### src/rtl/multi_sensor_wrap_unwrap_tracker_macros.svh
// ----------------------------------------------------------------------------
// Assertion macros for the multi-sensor unwrap tracker.
// ----------------------------------------------------------------------------
`ifndef MULTI_SENSOR_WRAP_UNWRAP_TRACKER_MACROS_SVH
`define MULTI_SENSOR_WRAP_UNWRAP_TRACKER_MACROS_SVH

// Same-cycle implication, disabled while reset is asserted.
`define MSWU_ASSERT_IMP(label, clk, rst_n, ante, cons, msg) \
  label: assert property (@(posedge clk) disable iff (!rst_n) (ante) |-> (cons)) \
    else $error(msg);

// Next-cycle implication, disabled while reset is asserted.
`define MSWU_ASSERT_NXT(label, clk, rst_n, ante, cons, msg) \
  label: assert property (@(posedge clk) disable iff (!rst_n) (ante) |=> (cons)) \
    else $error(msg);

`endif

### src/rtl/mswu_pkg.sv
`timescale 1ns / 1ps
// ----------------------------------------------------------------------------
// mswu_pkg
// Shared types and constants of the multi-sensor unwrap tracker.
// ----------------------------------------------------------------------------
package mswu_pkg;

  localparam int IDX_W      = 6;
  localparam int RAW_W      = 16;
  localparam int CNT_W      = 10;
  localparam int VAL_W      = 16;
  localparam int IN_DATA_W  = 56;
  localparam int OUT_DATA_W = 32;
  localparam int WRAP_HALF  = 512;
  localparam int WRAP_SPAN  = 1024;

  typedef enum logic {
    OP_SAMPLE = 1'b0,
    OP_OFFSET = 1'b1
  } opcode_t;

  // One row of per-sensor state.
  typedef struct packed {
    logic [VAL_W-1:0] offset;
    logic [VAL_W-1:0] unwrapped;
    logic [CNT_W-1:0] prev_count;
  } row_t;

  // An accepted word after the justification shift.
  typedef struct packed {
    opcode_t          op;
    logic [IDX_W-1:0] sensor;
    logic [CNT_W-1:0] p_count;
    logic [CNT_W-1:0] t_count;
    logic [VAL_W-1:0] offset;
  } item_t;

endpackage

### src/rtl/mswu_state_mem.sv
`timescale 1ns / 1ps
// ----------------------------------------------------------------------------
// mswu_state_mem
// Per-sensor state memory with registered read, write-to-read bypass and
// per-row valid bits so that unwritten rows read as zero.
// ----------------------------------------------------------------------------
module mswu_state_mem #(
  parameter int DEPTH = 48,
  parameter int AW    = 6
) (
  input  logic              clk,
  input  logic              rst_n,
  input  logic              rd_en,
  input  logic [AW-1:0]     rd_addr,
  input  logic              wr_en,
  input  logic [AW-1:0]     wr_addr,
  input  mswu_pkg::row_t    wr_data,
  output mswu_pkg::row_t    rd_row
);
  import mswu_pkg::*;

  row_t             mem [0:DEPTH-1];
  row_t             rd_data_r;
  logic [AW-1:0]    rd_addr_r;
  logic [DEPTH-1:0] vld_r;
  logic             byp_vld_r;
  logic [AW-1:0]    byp_addr_r;
  row_t             byp_data_r;

  always_ff @(posedge clk) begin
    if (wr_en) begin
      mem[wr_addr] <= wr_data;
    end
    if (rd_en) begin
      rd_data_r <= mem[rd_addr];
      rd_addr_r <= rd_addr;
    end
  end

  // The last write is kept so that a read issued in the same cycle still sees it.
  always_ff @(posedge clk) begin
    if (wr_en) begin
      byp_addr_r <= wr_addr;
      byp_data_r <= wr_data;
    end
  end

  always_ff @(posedge clk) begin
    if (!rst_n) begin
      vld_r     <= '0;
      byp_vld_r <= 1'b0;
    end else if (wr_en) begin
      vld_r[wr_addr] <= 1'b1;
      byp_vld_r      <= 1'b1;
    end
  end

  always_comb begin
    if (!vld_r[rd_addr_r]) begin
      rd_row = '0;
    end else if (byp_vld_r && (byp_addr_r == rd_addr_r)) begin
      rd_row = byp_data_r;
    end else begin
      rd_row = rd_data_r;
    end
  end

endmodule

### src/rtl/mswu_unwrap.sv
`timescale 1ns / 1ps
// ----------------------------------------------------------------------------
// mswu_unwrap
// Unwrap step for one word: works out the new state row and the offset
// corrected pressure.
// ----------------------------------------------------------------------------
module mswu_unwrap (
  input  mswu_pkg::item_t           item,
  input  mswu_pkg::row_t            cur_row,
  input  logic                      seeded,
  output mswu_pkg::row_t            new_row,
  output logic [mswu_pkg::VAL_W-1:0] pressure
);
  import mswu_pkg::*;

  localparam logic signed [CNT_W:0] HALF_POS = (CNT_W+1)'(WRAP_HALF);
  localparam logic signed [CNT_W:0] HALF_NEG = (CNT_W+1)'(-WRAP_HALF);

  logic signed [CNT_W:0] diff;
  logic [VAL_W-1:0]      diff_ext;
  logic [VAL_W-1:0]      step;
  logic [VAL_W-1:0]      acc;

  always_comb begin
    diff     = $signed({1'b0, item.p_count}) - $signed({1'b0, cur_row.prev_count});
    diff_ext = {{(VAL_W-CNT_W-1){diff[CNT_W]}}, diff};
    // A step of half the span or more is a wrap and goes the short way round;
    // exactly +512 counts as a wrap across zero, exactly -512 across the top.
    if (diff >= HALF_POS) begin
      step = diff_ext - VAL_W'(WRAP_SPAN);
    end else if (diff <= HALF_NEG) begin
      step = diff_ext + VAL_W'(WRAP_SPAN);
    end else begin
      step = diff_ext;
    end
    if (seeded) begin
      acc = cur_row.unwrapped + step;
    end else begin
      acc = {{(VAL_W-CNT_W){1'b0}}, item.p_count};
    end
  end

  always_comb begin
    new_row = cur_row;
    case (item.op)
      OP_SAMPLE: begin
        new_row.unwrapped  = acc;
        new_row.prev_count = item.p_count;
      end
      OP_OFFSET: begin
        new_row.offset = item.offset;
      end
      default: begin
        new_row = cur_row;
      end
    endcase
  end

  assign pressure = acc - cur_row.offset;

endmodule

### src/rtl/multi_sensor_wrap_unwrap_tracker.sv
`timescale 1ns / 1ps
// ----------------------------------------------------------------------------
// multi_sensor_wrap_unwrap_tracker
// Per-sensor unwrap of 10-bit pressure counts with offset correction.
// A result word passes the input stage, then the result register; the input
// stage holds a sample while the result register is full and not taken.
// Throughput: one word per cycle unless the output stalls; the state memory does
// one read and one write per cycle, with a bypass for back-to-back same-sensor words.
// Reset clears control, seeded and row-valid bits at once; no clearing pass.
// ----------------------------------------------------------------------------
`include "multi_sensor_wrap_unwrap_tracker_macros.svh"

module multi_sensor_wrap_unwrap_tracker #(
  parameter int NUM_SENSORS = 48
) (
  input  logic                              clk,
  input  logic                              rst_n,
  input  logic                              in_tvalid,
  output logic                              in_tready,
  // sensor_index[5:0], raw_pressure[21:6], raw_temperature[37:22],
  // offset_value[53:38], zero fill above
  input  logic [mswu_pkg::IN_DATA_W-1:0]    in_tdata,
  // opcode
  input  logic                              in_tuser,
  output logic                              out_tvalid,
  input  logic                              out_tready,
  // out_sensor[5:0], pressure_out[21:6], temperature_out[31:22]
  output logic [mswu_pkg::OUT_DATA_W-1:0]   out_tdata
);
  import mswu_pkg::*;

  localparam int AW = (NUM_SENSORS > 1) ? $clog2(NUM_SENSORS) : 1;

  logic [IDX_W-1:0] in_sensor;
  logic [RAW_W-1:0] in_praw;
  logic [RAW_W-1:0] in_traw;
  logic [VAL_W-1:0] in_offs;
  opcode_t          in_op;
  logic             in_acc;
  logic             in_useful;
  item_t            in_item;

  logic             s1_valid_r;
  item_t            s1_item_r;
  logic             s1_adv;
  logic [AW-1:0]    s1_addr;

  row_t             cur_row;
  row_t             new_row;
  logic [VAL_W-1:0] pressure;
  logic [NUM_SENSORS-1:0] seeded_r;

  logic             out_valid_r;
  logic [IDX_W-1:0] out_sensor_r;
  logic [VAL_W-1:0] out_pressure_r;
  logic [CNT_W-1:0] out_temp_r;

  assign in_sensor = in_tdata[5:0];
  assign in_praw   = in_tdata[21:6];
  assign in_traw   = in_tdata[37:22];
  assign in_offs   = in_tdata[53:38];
  assign in_op     = opcode_t'(in_tuser);

  assign in_acc    = in_tvalid && in_tready;
  // Words for a sensor that does not exist, and samples with a zero pressure
  // word, are taken and dropped here.
  assign in_useful = (32'(in_sensor) < 32'(NUM_SENSORS)) &&
                     ((in_op == OP_OFFSET) || (in_praw != '0));

  always_comb begin
    in_item.op      = in_op;
    in_item.sensor  = in_sensor;
    in_item.p_count = in_praw[RAW_W-1 -: CNT_W];
    in_item.t_count = in_traw[RAW_W-1 -: CNT_W];
    in_item.offset  = in_offs;
  end

  // Offset writes leave no result and so never wait for the output register.
  assign s1_adv    = s1_valid_r &&
                     ((s1_item_r.op == OP_OFFSET) || !out_valid_r || out_tready);
  assign in_tready = !s1_valid_r || s1_adv;
  assign s1_addr   = AW'(s1_item_r.sensor);

  always_ff @(posedge clk) begin
    if (!rst_n) begin
      s1_valid_r <= 1'b0;
    end else if (in_acc) begin
      s1_valid_r <= in_useful;
    end else if (s1_adv) begin
      s1_valid_r <= 1'b0;
    end
  end

  always_ff @(posedge clk) begin
    if (in_acc) begin
      s1_item_r <= in_item;
    end
  end

  mswu_state_mem #(
    .DEPTH (NUM_SENSORS),
    .AW    (AW)
  ) u_state_mem (
    .clk     (clk),
    .rst_n   (rst_n),
    .rd_en   (in_acc),
    .rd_addr (AW'(in_sensor)),
    .wr_en   (s1_adv),
    .wr_addr (s1_addr),
    .wr_data (new_row),
    .rd_row  (cur_row)
  );

  mswu_unwrap u_unwrap (
    .item     (s1_item_r),
    .cur_row  (cur_row),
    .seeded   (seeded_r[s1_addr]),
    .new_row  (new_row),
    .pressure (pressure)
  );

  always_ff @(posedge clk) begin
    if (!rst_n) begin
      seeded_r <= '0;
    end else if (s1_adv && (s1_item_r.op == OP_SAMPLE)) begin
      seeded_r[s1_addr] <= 1'b1;
    end
  end

  always_ff @(posedge clk) begin
    if (!rst_n) begin
      out_valid_r <= 1'b0;
    end else if (s1_adv && (s1_item_r.op == OP_SAMPLE)) begin
      out_valid_r <= 1'b1;
    end else if (out_tready) begin
      out_valid_r <= 1'b0;
    end
  end

  always_ff @(posedge clk) begin
    if (s1_adv && (s1_item_r.op == OP_SAMPLE)) begin
      out_sensor_r   <= s1_item_r.sensor;
      out_pressure_r <= pressure;
      out_temp_r     <= s1_item_r.t_count;
    end
  end

  assign out_tvalid = out_valid_r;
  assign out_tdata  = {out_temp_r, out_pressure_r, out_sensor_r};

  `MSWU_ASSERT_NXT(a_sample_gives_result, clk, rst_n, s1_adv && (s1_item_r.op == OP_SAMPLE), out_valid_r, "sample left the input stage without a result word")
  `MSWU_ASSERT_IMP(a_result_from_sample, clk, rst_n, $rose(out_valid_r), $past(s1_adv && (s1_item_r.op == OP_SAMPLE)), "result word appeared without a sample")
  `MSWU_ASSERT_NXT(a_offset_no_result, clk, rst_n, s1_adv && (s1_item_r.op == OP_OFFSET) && out_tready, !out_valid_r, "offset write produced a result word")

endmodule

### config.mk
export PLATFORM = sky130hd
export DESIGN_NAME = multi_sensor_wrap_unwrap_tracker
export DESIGN_NICKNAME = d
export VERILOG_FILES = /design/src/rtl/mswu_pkg.sv /design/src/rtl/mswu_state_mem.sv /design/src/rtl/mswu_unwrap.sv /design/src/rtl/multi_sensor_wrap_unwrap_tracker.sv
export VERILOG_INCLUDE_DIRS = /design/src /design/src/rtl
export SDC_FILE = /design/constraint.sdc
export NUM_CORES = 2
export LEC_CHECK = 0
export ABC_AREA = 1
export BUFFER_PORTS_ARGS = -buffer_cell sky130_fd_sc_hd__buf_2
export CAP_MARGIN = 20
export CORE_MARGIN = 4
export CORE_UTILIZATION = 48
export DETAILED_ROUTE_END_ITERATION = 12
export PLACE_DENSITY = 0.67
export SLEW_MARGIN = 20
export SYNTH_ARGS = -nofsm -noshare
export SYNTH_HDL_FRONTEND = slang
export SYNTH_SLANG_ARGS = --single-unit
### constraint.sdc
create_clock -name clk -period 9.42 [get_ports clk]
set_input_delay 2.355 -clock clk [delete_from_list [all_inputs] [get_ports clk]]
set_output_delay 2.355 -clock clk [all_outputs]
set_load 0.01 [all_outputs]
# Word-level counts from Yosys, hierarchy flattened
# Memory sizes are Yosys's and may differ from the RTL's. A register that Yosys moved wholly into a read port is not among the register bits.
# Index checks and enable logic that the tools add are counted.
# word_totals
regBits	222
latch_bits	0
mem_bits_rw	2016
rom_bits	0
elab_cells	66
memories	1
# memory_table
memory	depth	width	read_ports	rd_ports_with_merged_regs	write_ports	line	text
u_state_mem.mem	48	42	1	1	1	mswu_state_mem.sv:22	row_t mem [0:DEPTH-1];
# classes
add_sub_neg	5
mul	0
div_mod_pow	0
n_lt_le_gt_ge	5
eq_ne	1
shifts	0
n_mux	19
n_bitwise	3
n_reduce_logical	15
# op_table
cell	n
$or 48x48->48	2
$mux 42	2
$mux 16	4
$mux 26	1
$add 16x16->16	1
$reduce_bool 16->1	1
$sub 16x16->16	1
$add 11x12->13 const B	1
$sub 11x12->13 const B	1
$bmux 1 s6	2
$ge 11x11->1 const B	1
$le 11x10->1 const B	1
$sub 10x10->11	1
$mux 1	9
$lt 6x7->1 const B	1
$demux 1 s6	1
$eq 6x6->1	1
$ge 6x1->1 const B	1
$logic_and 1x1->1	6
$lt 6x6->1 const B	1
$logic_or 1x1->1	4
$reduce_bool 2->1	2
$logic_not 1->1	2
$not 1->1	1

# Logic depth before layout (Yosys ltp)
# depth
ltp_word	11
mapped_depth	47

# By module
# Synthesis repeated with hierarchy kept, for this count alone.
# hier_totals
cells_unflattened	7965
area_unflattened_um2	93683.6
# by_module_without_submodules
module	n_inst	cells_each	area_each_um2
mswu_state_mem	1	7069	86510.5
multi_sensor_wrap_unwrap_tracker	1	434	4625.7
mswu_unwrap	1	462	2547.4

# Worst setup path after synthesis
# No wires, ideal clock.
# synth_timing
kind	register to register
start	register u_state_mem.rd_addr_r[0]
end	register u_state_mem.byp_data_r[25] in the netlist's numbering (data pin)
t_arrival_ns	6.615
required_ns	8.834
setup_slack_ns	2.220
stages_incl_launch_ff	41
path_buffers	2
period_less_slack_ns	7.200
path_cell_list	edfxtp_1 -> buf_4 -> inv_4 -> buf_2 -> nand2_1 -> nand2_1 -> nand2_1 -> nand2_1 -> nand2_1 -> nand2_1 -> nand2_1 -> nand2_1 -> nor2_1 -> nand2_2 -> inv_2 -> a21oi_1 -> ha_1 -> inv_1 -> [5 not listed] -> nand2_1 -> o21ai_0 -> nand2_1 -> ha_1 -> inv_1 -> nand2_1 -> ha_1 -> a21oi_1 -> nand2_1 -> a21oi_1 -> nand2_1 -> nand2_1 -> nand2_1 -> a21oi_1 -> inv_1 -> nand2_1 -> nand3_1 -> o21ai_0
# synth_lines
element	line	text
start: declaration	mswu_state_mem.sv:24	logic [AW-1:0] rd_addr_r;
start signal: assignment	mswu_state_mem.sv:36	rd_addr_r <= rd_addr;
end signal: assignment	mswu_state_mem.sv:44	byp_data_r <= wr_data;
end: declaration	mswu_state_mem.sv:28	row_t byp_data_r;

# Worst setup path in the final report
# layout_timing
start	register u_state_mem.rd_addr_r[0]
end	register out_pressure_r[15] (data pin)
# layout_between
elab_chain_len	11
elab_cells_between_ends	18
# layout_rtl
element	line	text
branches (longest 10 deep; another with $add 16x16->16)	n/a	
$sub 16x16->16 (*)	mswu_unwrap.sv:59	assign pressure = acc - cur_row.offset;
via pressure[15]	multi_sensor_wrap_unwrap_tracker.sv:50	logic [VAL_W-1:0] pressure;
end signal: assignment	multi_sensor_wrap_unwrap_tracker.sv:143	out_pressure_r <= pressure;
end: declaration	multi_sensor_wrap_unwrap_tracker.sv:55	logic [VAL_W-1:0] out_pressure_r;
# Mark *: on every way through the listed nets, which the timed path passes. The select of a mux whose other input is x is not followed.
# A chain may end at the register's enable or synchronous reset.

==> results.txt <==
IO Count - 95
Distinct cells, synth - 47
Post-synth EDFFs - 2181
PortBufs - 86
crit start category - flip-flop
setup slack after layout - 1.90 ns
max layer used - met4
GR Util All Layers - 0.261
die area - 0.197 sq mm
CTS H-tree depth - 4
total negative slack - 0 ns
Post-CTS Setup Bufs - 0
flop2flop setup slack - 1.90 ns
largest net degree at the start of global routing - 215
switching power total - 4.71 mW
outcome - finished, final reports clean
most used cell along the critical path - nand2_1
Synth Warn # - 0
Cells after Synth - 7213
Final GP Congestion - 0.905
Final Max Tran Viols - 0
Chip Height - 444 microns
Area growth, synth to finish - 10.8%
Seq pwr share - 0.536
dpl ws - 1.99 ns
period utilization - 0.799
clock sinks - 2280
Final Instance Area - 0.101 sq mm
leak pwr - 33.2 nW
Required @ worst endpoint - 10.04 ns
final wirelength - 264000 microns
Netlist Area Pre-Place - 0.0911 sq mm
net switching share of the total power - 0.224
Synth Flop Type - edfxtp_1
vias per inst - 6.16
MaxCap Viol Count - 0
Final #Nets - 7275
met2 WL post-DR - 127000 microns
Detail Route Antenna Nets - 0
dominant cells by area after synthesis - edfxtp_1, o21ai_0, nor2_1, o22ai_1, nand2_1
Post-Syn Nets - 7319
CP max FO - 39
Gate power share - 0.061
Detailed Place HPWL - 134000 microns
Tightest Pin Transition - 1.20 ns
DR pass1 iterations - 7
core area - 0.188 sq mm
post-CTS sizing - 0
initial antenna violation count - 7
Final Hold Vio Count - 0
WL per Instance - 26.8 microns
DR vias - 60635
first-pass GRT wire length - 379000 microns
maximum clock rate - 133 MHz
CP Data Arrival Time - 8.14 ns
layout cells sized above 1 - 0.0912
TritonCTS clock tree - built
Power Dens Cells - 208 mW/mm^2
#FFs+latches synth - 2280
met3 wire length - 25900 microns
dominant cell type by area after synthesis - edfxtp_1
Setup Skew - 0.0392 ns
count leader, synth - edfxtp_1
CP max stage delay - 0.49 ns
root buffer cell - clkbuf_16
DRT met1 WL - 97200 microns
fin cells - 9843
CTS Hold Buffers Added - 0
Hold Path Class - reg -> reg
WHS - 0.420 ns
number of instances in the placed design - 9448
clk slew on worst S/H paths - 0.06 ns
final worst path period need - 7.52 ns
Clock Tree Buf Depth - 3
final setup fails - 0
peak supply drop - 202 uV
Async S/R FF share, synth - 0
Seq/Total Area, Yosys - 0.741
Clock Power Share - 0.404
Crit Path Class - reg -> reg
RSZ-0062 raised after global routing - no
slowest CP cell - fa_1
top post-synthesis cells by count - edfxtp_1, nor2_1, o21ai_0
DRC marker count from the first detailed-route iteration - 8550
Initial Util - 0.484
clk_lat worst skew - 0.87 ns
post-layout util - 0.537
Total Power - 21.0 mW
DRC violations left - 0
CP Capture Type - flip-flop
Placed Area - 0.0941 sq mm
Cell Rows - 159
Internal Power - 16.3 mW
relative slew slack - 0.198
Num CTS Buffers - 214
Die X-Extent - 444 microns
syn avg cell area - 12.6 sq um
GRT overflow - 0
number of global-route vias before repair - 56859
post-synth top area share - 0.719
==> path summary, 6_finish.rpt <==
path,cells past startpoint,startpoint,endpoint
max reg2reg,43,u_state_mem.rd_addr_r[0],out_pressure_r[15]
min,0,s1_item_r[23],out_temp_r[7]
min reg2reg,0,s1_item_r[23],out_temp_r[7]
max,43,u_state_mem.rd_addr_r[0],out_pressure_r[15]
==> logic make-up after synthesis <==
logic type               share of synthesized area
adder cells (fa/ha/maj)                    0.00643
AO/OA/AOI/OAI                                0.130
buffers and inverters                       0.0303
multiplexers                               0.00269
flip-flops                                   0.741
XOR/XNOR                                   0.00279
AND/OR/NAND/NOR                             0.0870
==> worst max-delay path: cells and delay by family, from the launching register on <==
kind	cells	cell delay [ns]
compound gates	6	1.18
simple gates	24	2.49
fa+ha+maj	5	1.66
buf+inv	7	1.42
flops	1	0.32
xor+xnor	1	0.14
==> flip-flops by register name, summed over array words and instances (netlist names) <==
name / count
out_tvalid: 1
u_state_mem.vld_r: 48
u_state_mem.byp_data_r: 42
out_pressure_r: 16
s1_item_r: 37
out_temp_r: 10
u_state_mem.rd_data_r: 42
u_state_mem.mem: 2016
u_state_mem.byp_vld_r: 1
seeded_r: 48
out_sensor_r: 6
s1_valid_r: 1
u_state_mem.rd_addr_r: 6
u_state_mem.byp_addr_r: 6
==> power by group through the flow <==
stage	clock (mW)	sequential [mW]	combinational [mW]
2_1_floorplan	0	11.5	0.824
3_3_place_gp	0	11.5	1.22
3_5_place_dp	0	11.5	1.25
4_1_cts	8.55	11.3	1.26
5_1_grt	9.00	11.3	1.39
6_report	8.48	11.3	1.28
==> per-layer routing <==
metal / up-vias / GRT usage
met3: 640 / 0.0453
met2: 3475 / 0.432
met4: 0 / 0.130
li1: 26495 / -
met5: - / 0
met1: 30025 / 0.333
==> final cells by class <==
class,instances,area [sq um]
Clock inverter,128,1180
Sequential cell,2280,67500
Inverter,182,779
Tap cell,2495,3120
Antenna cell,2,5.00
Fill cell,15385,87200
Timing Repair Buffer,236,1750
Multi-Input combinational cell,4255,21000
Clock buffer,265,5680
==> layout by cell type, fill, tap and decap left out, types with 17 or more instances in the layout <==
| cell | instances |
|---|---|
| clkbuf_1 | 43 |
| o21ai_2 | 31 |
| buf_4 | 139 |
| a31oi_1 | 30 |
| nor2_1 | 1371 |
| clkbuf_16 | 219 |
| inv_1 | 118 |
| a21oi_1 | 112 |
| o211ai_1 | 70 |
| nand3_1 | 51 |
| clkinv_1 | 57 |
| buf_2 | 81 |
| clkinv_2 | 84 |
| o21ai_1 | 22 |
| mux2_2 | 20 |
| ha_1 | 42 |
| o221ai_1 | 80 |
| nand2_1 | 548 |
| edfxtp_1 | 2181 |
| and3_1 | 23 |
| dfxtp_1 | 99 |
| o21ai_0 | 1235 |
| bufinv_16 | 17 |
| o32ai_1 | 19 |
| o22ai_1 | 490 |
No activity file was read; power rests on OpenSTA's default activity.
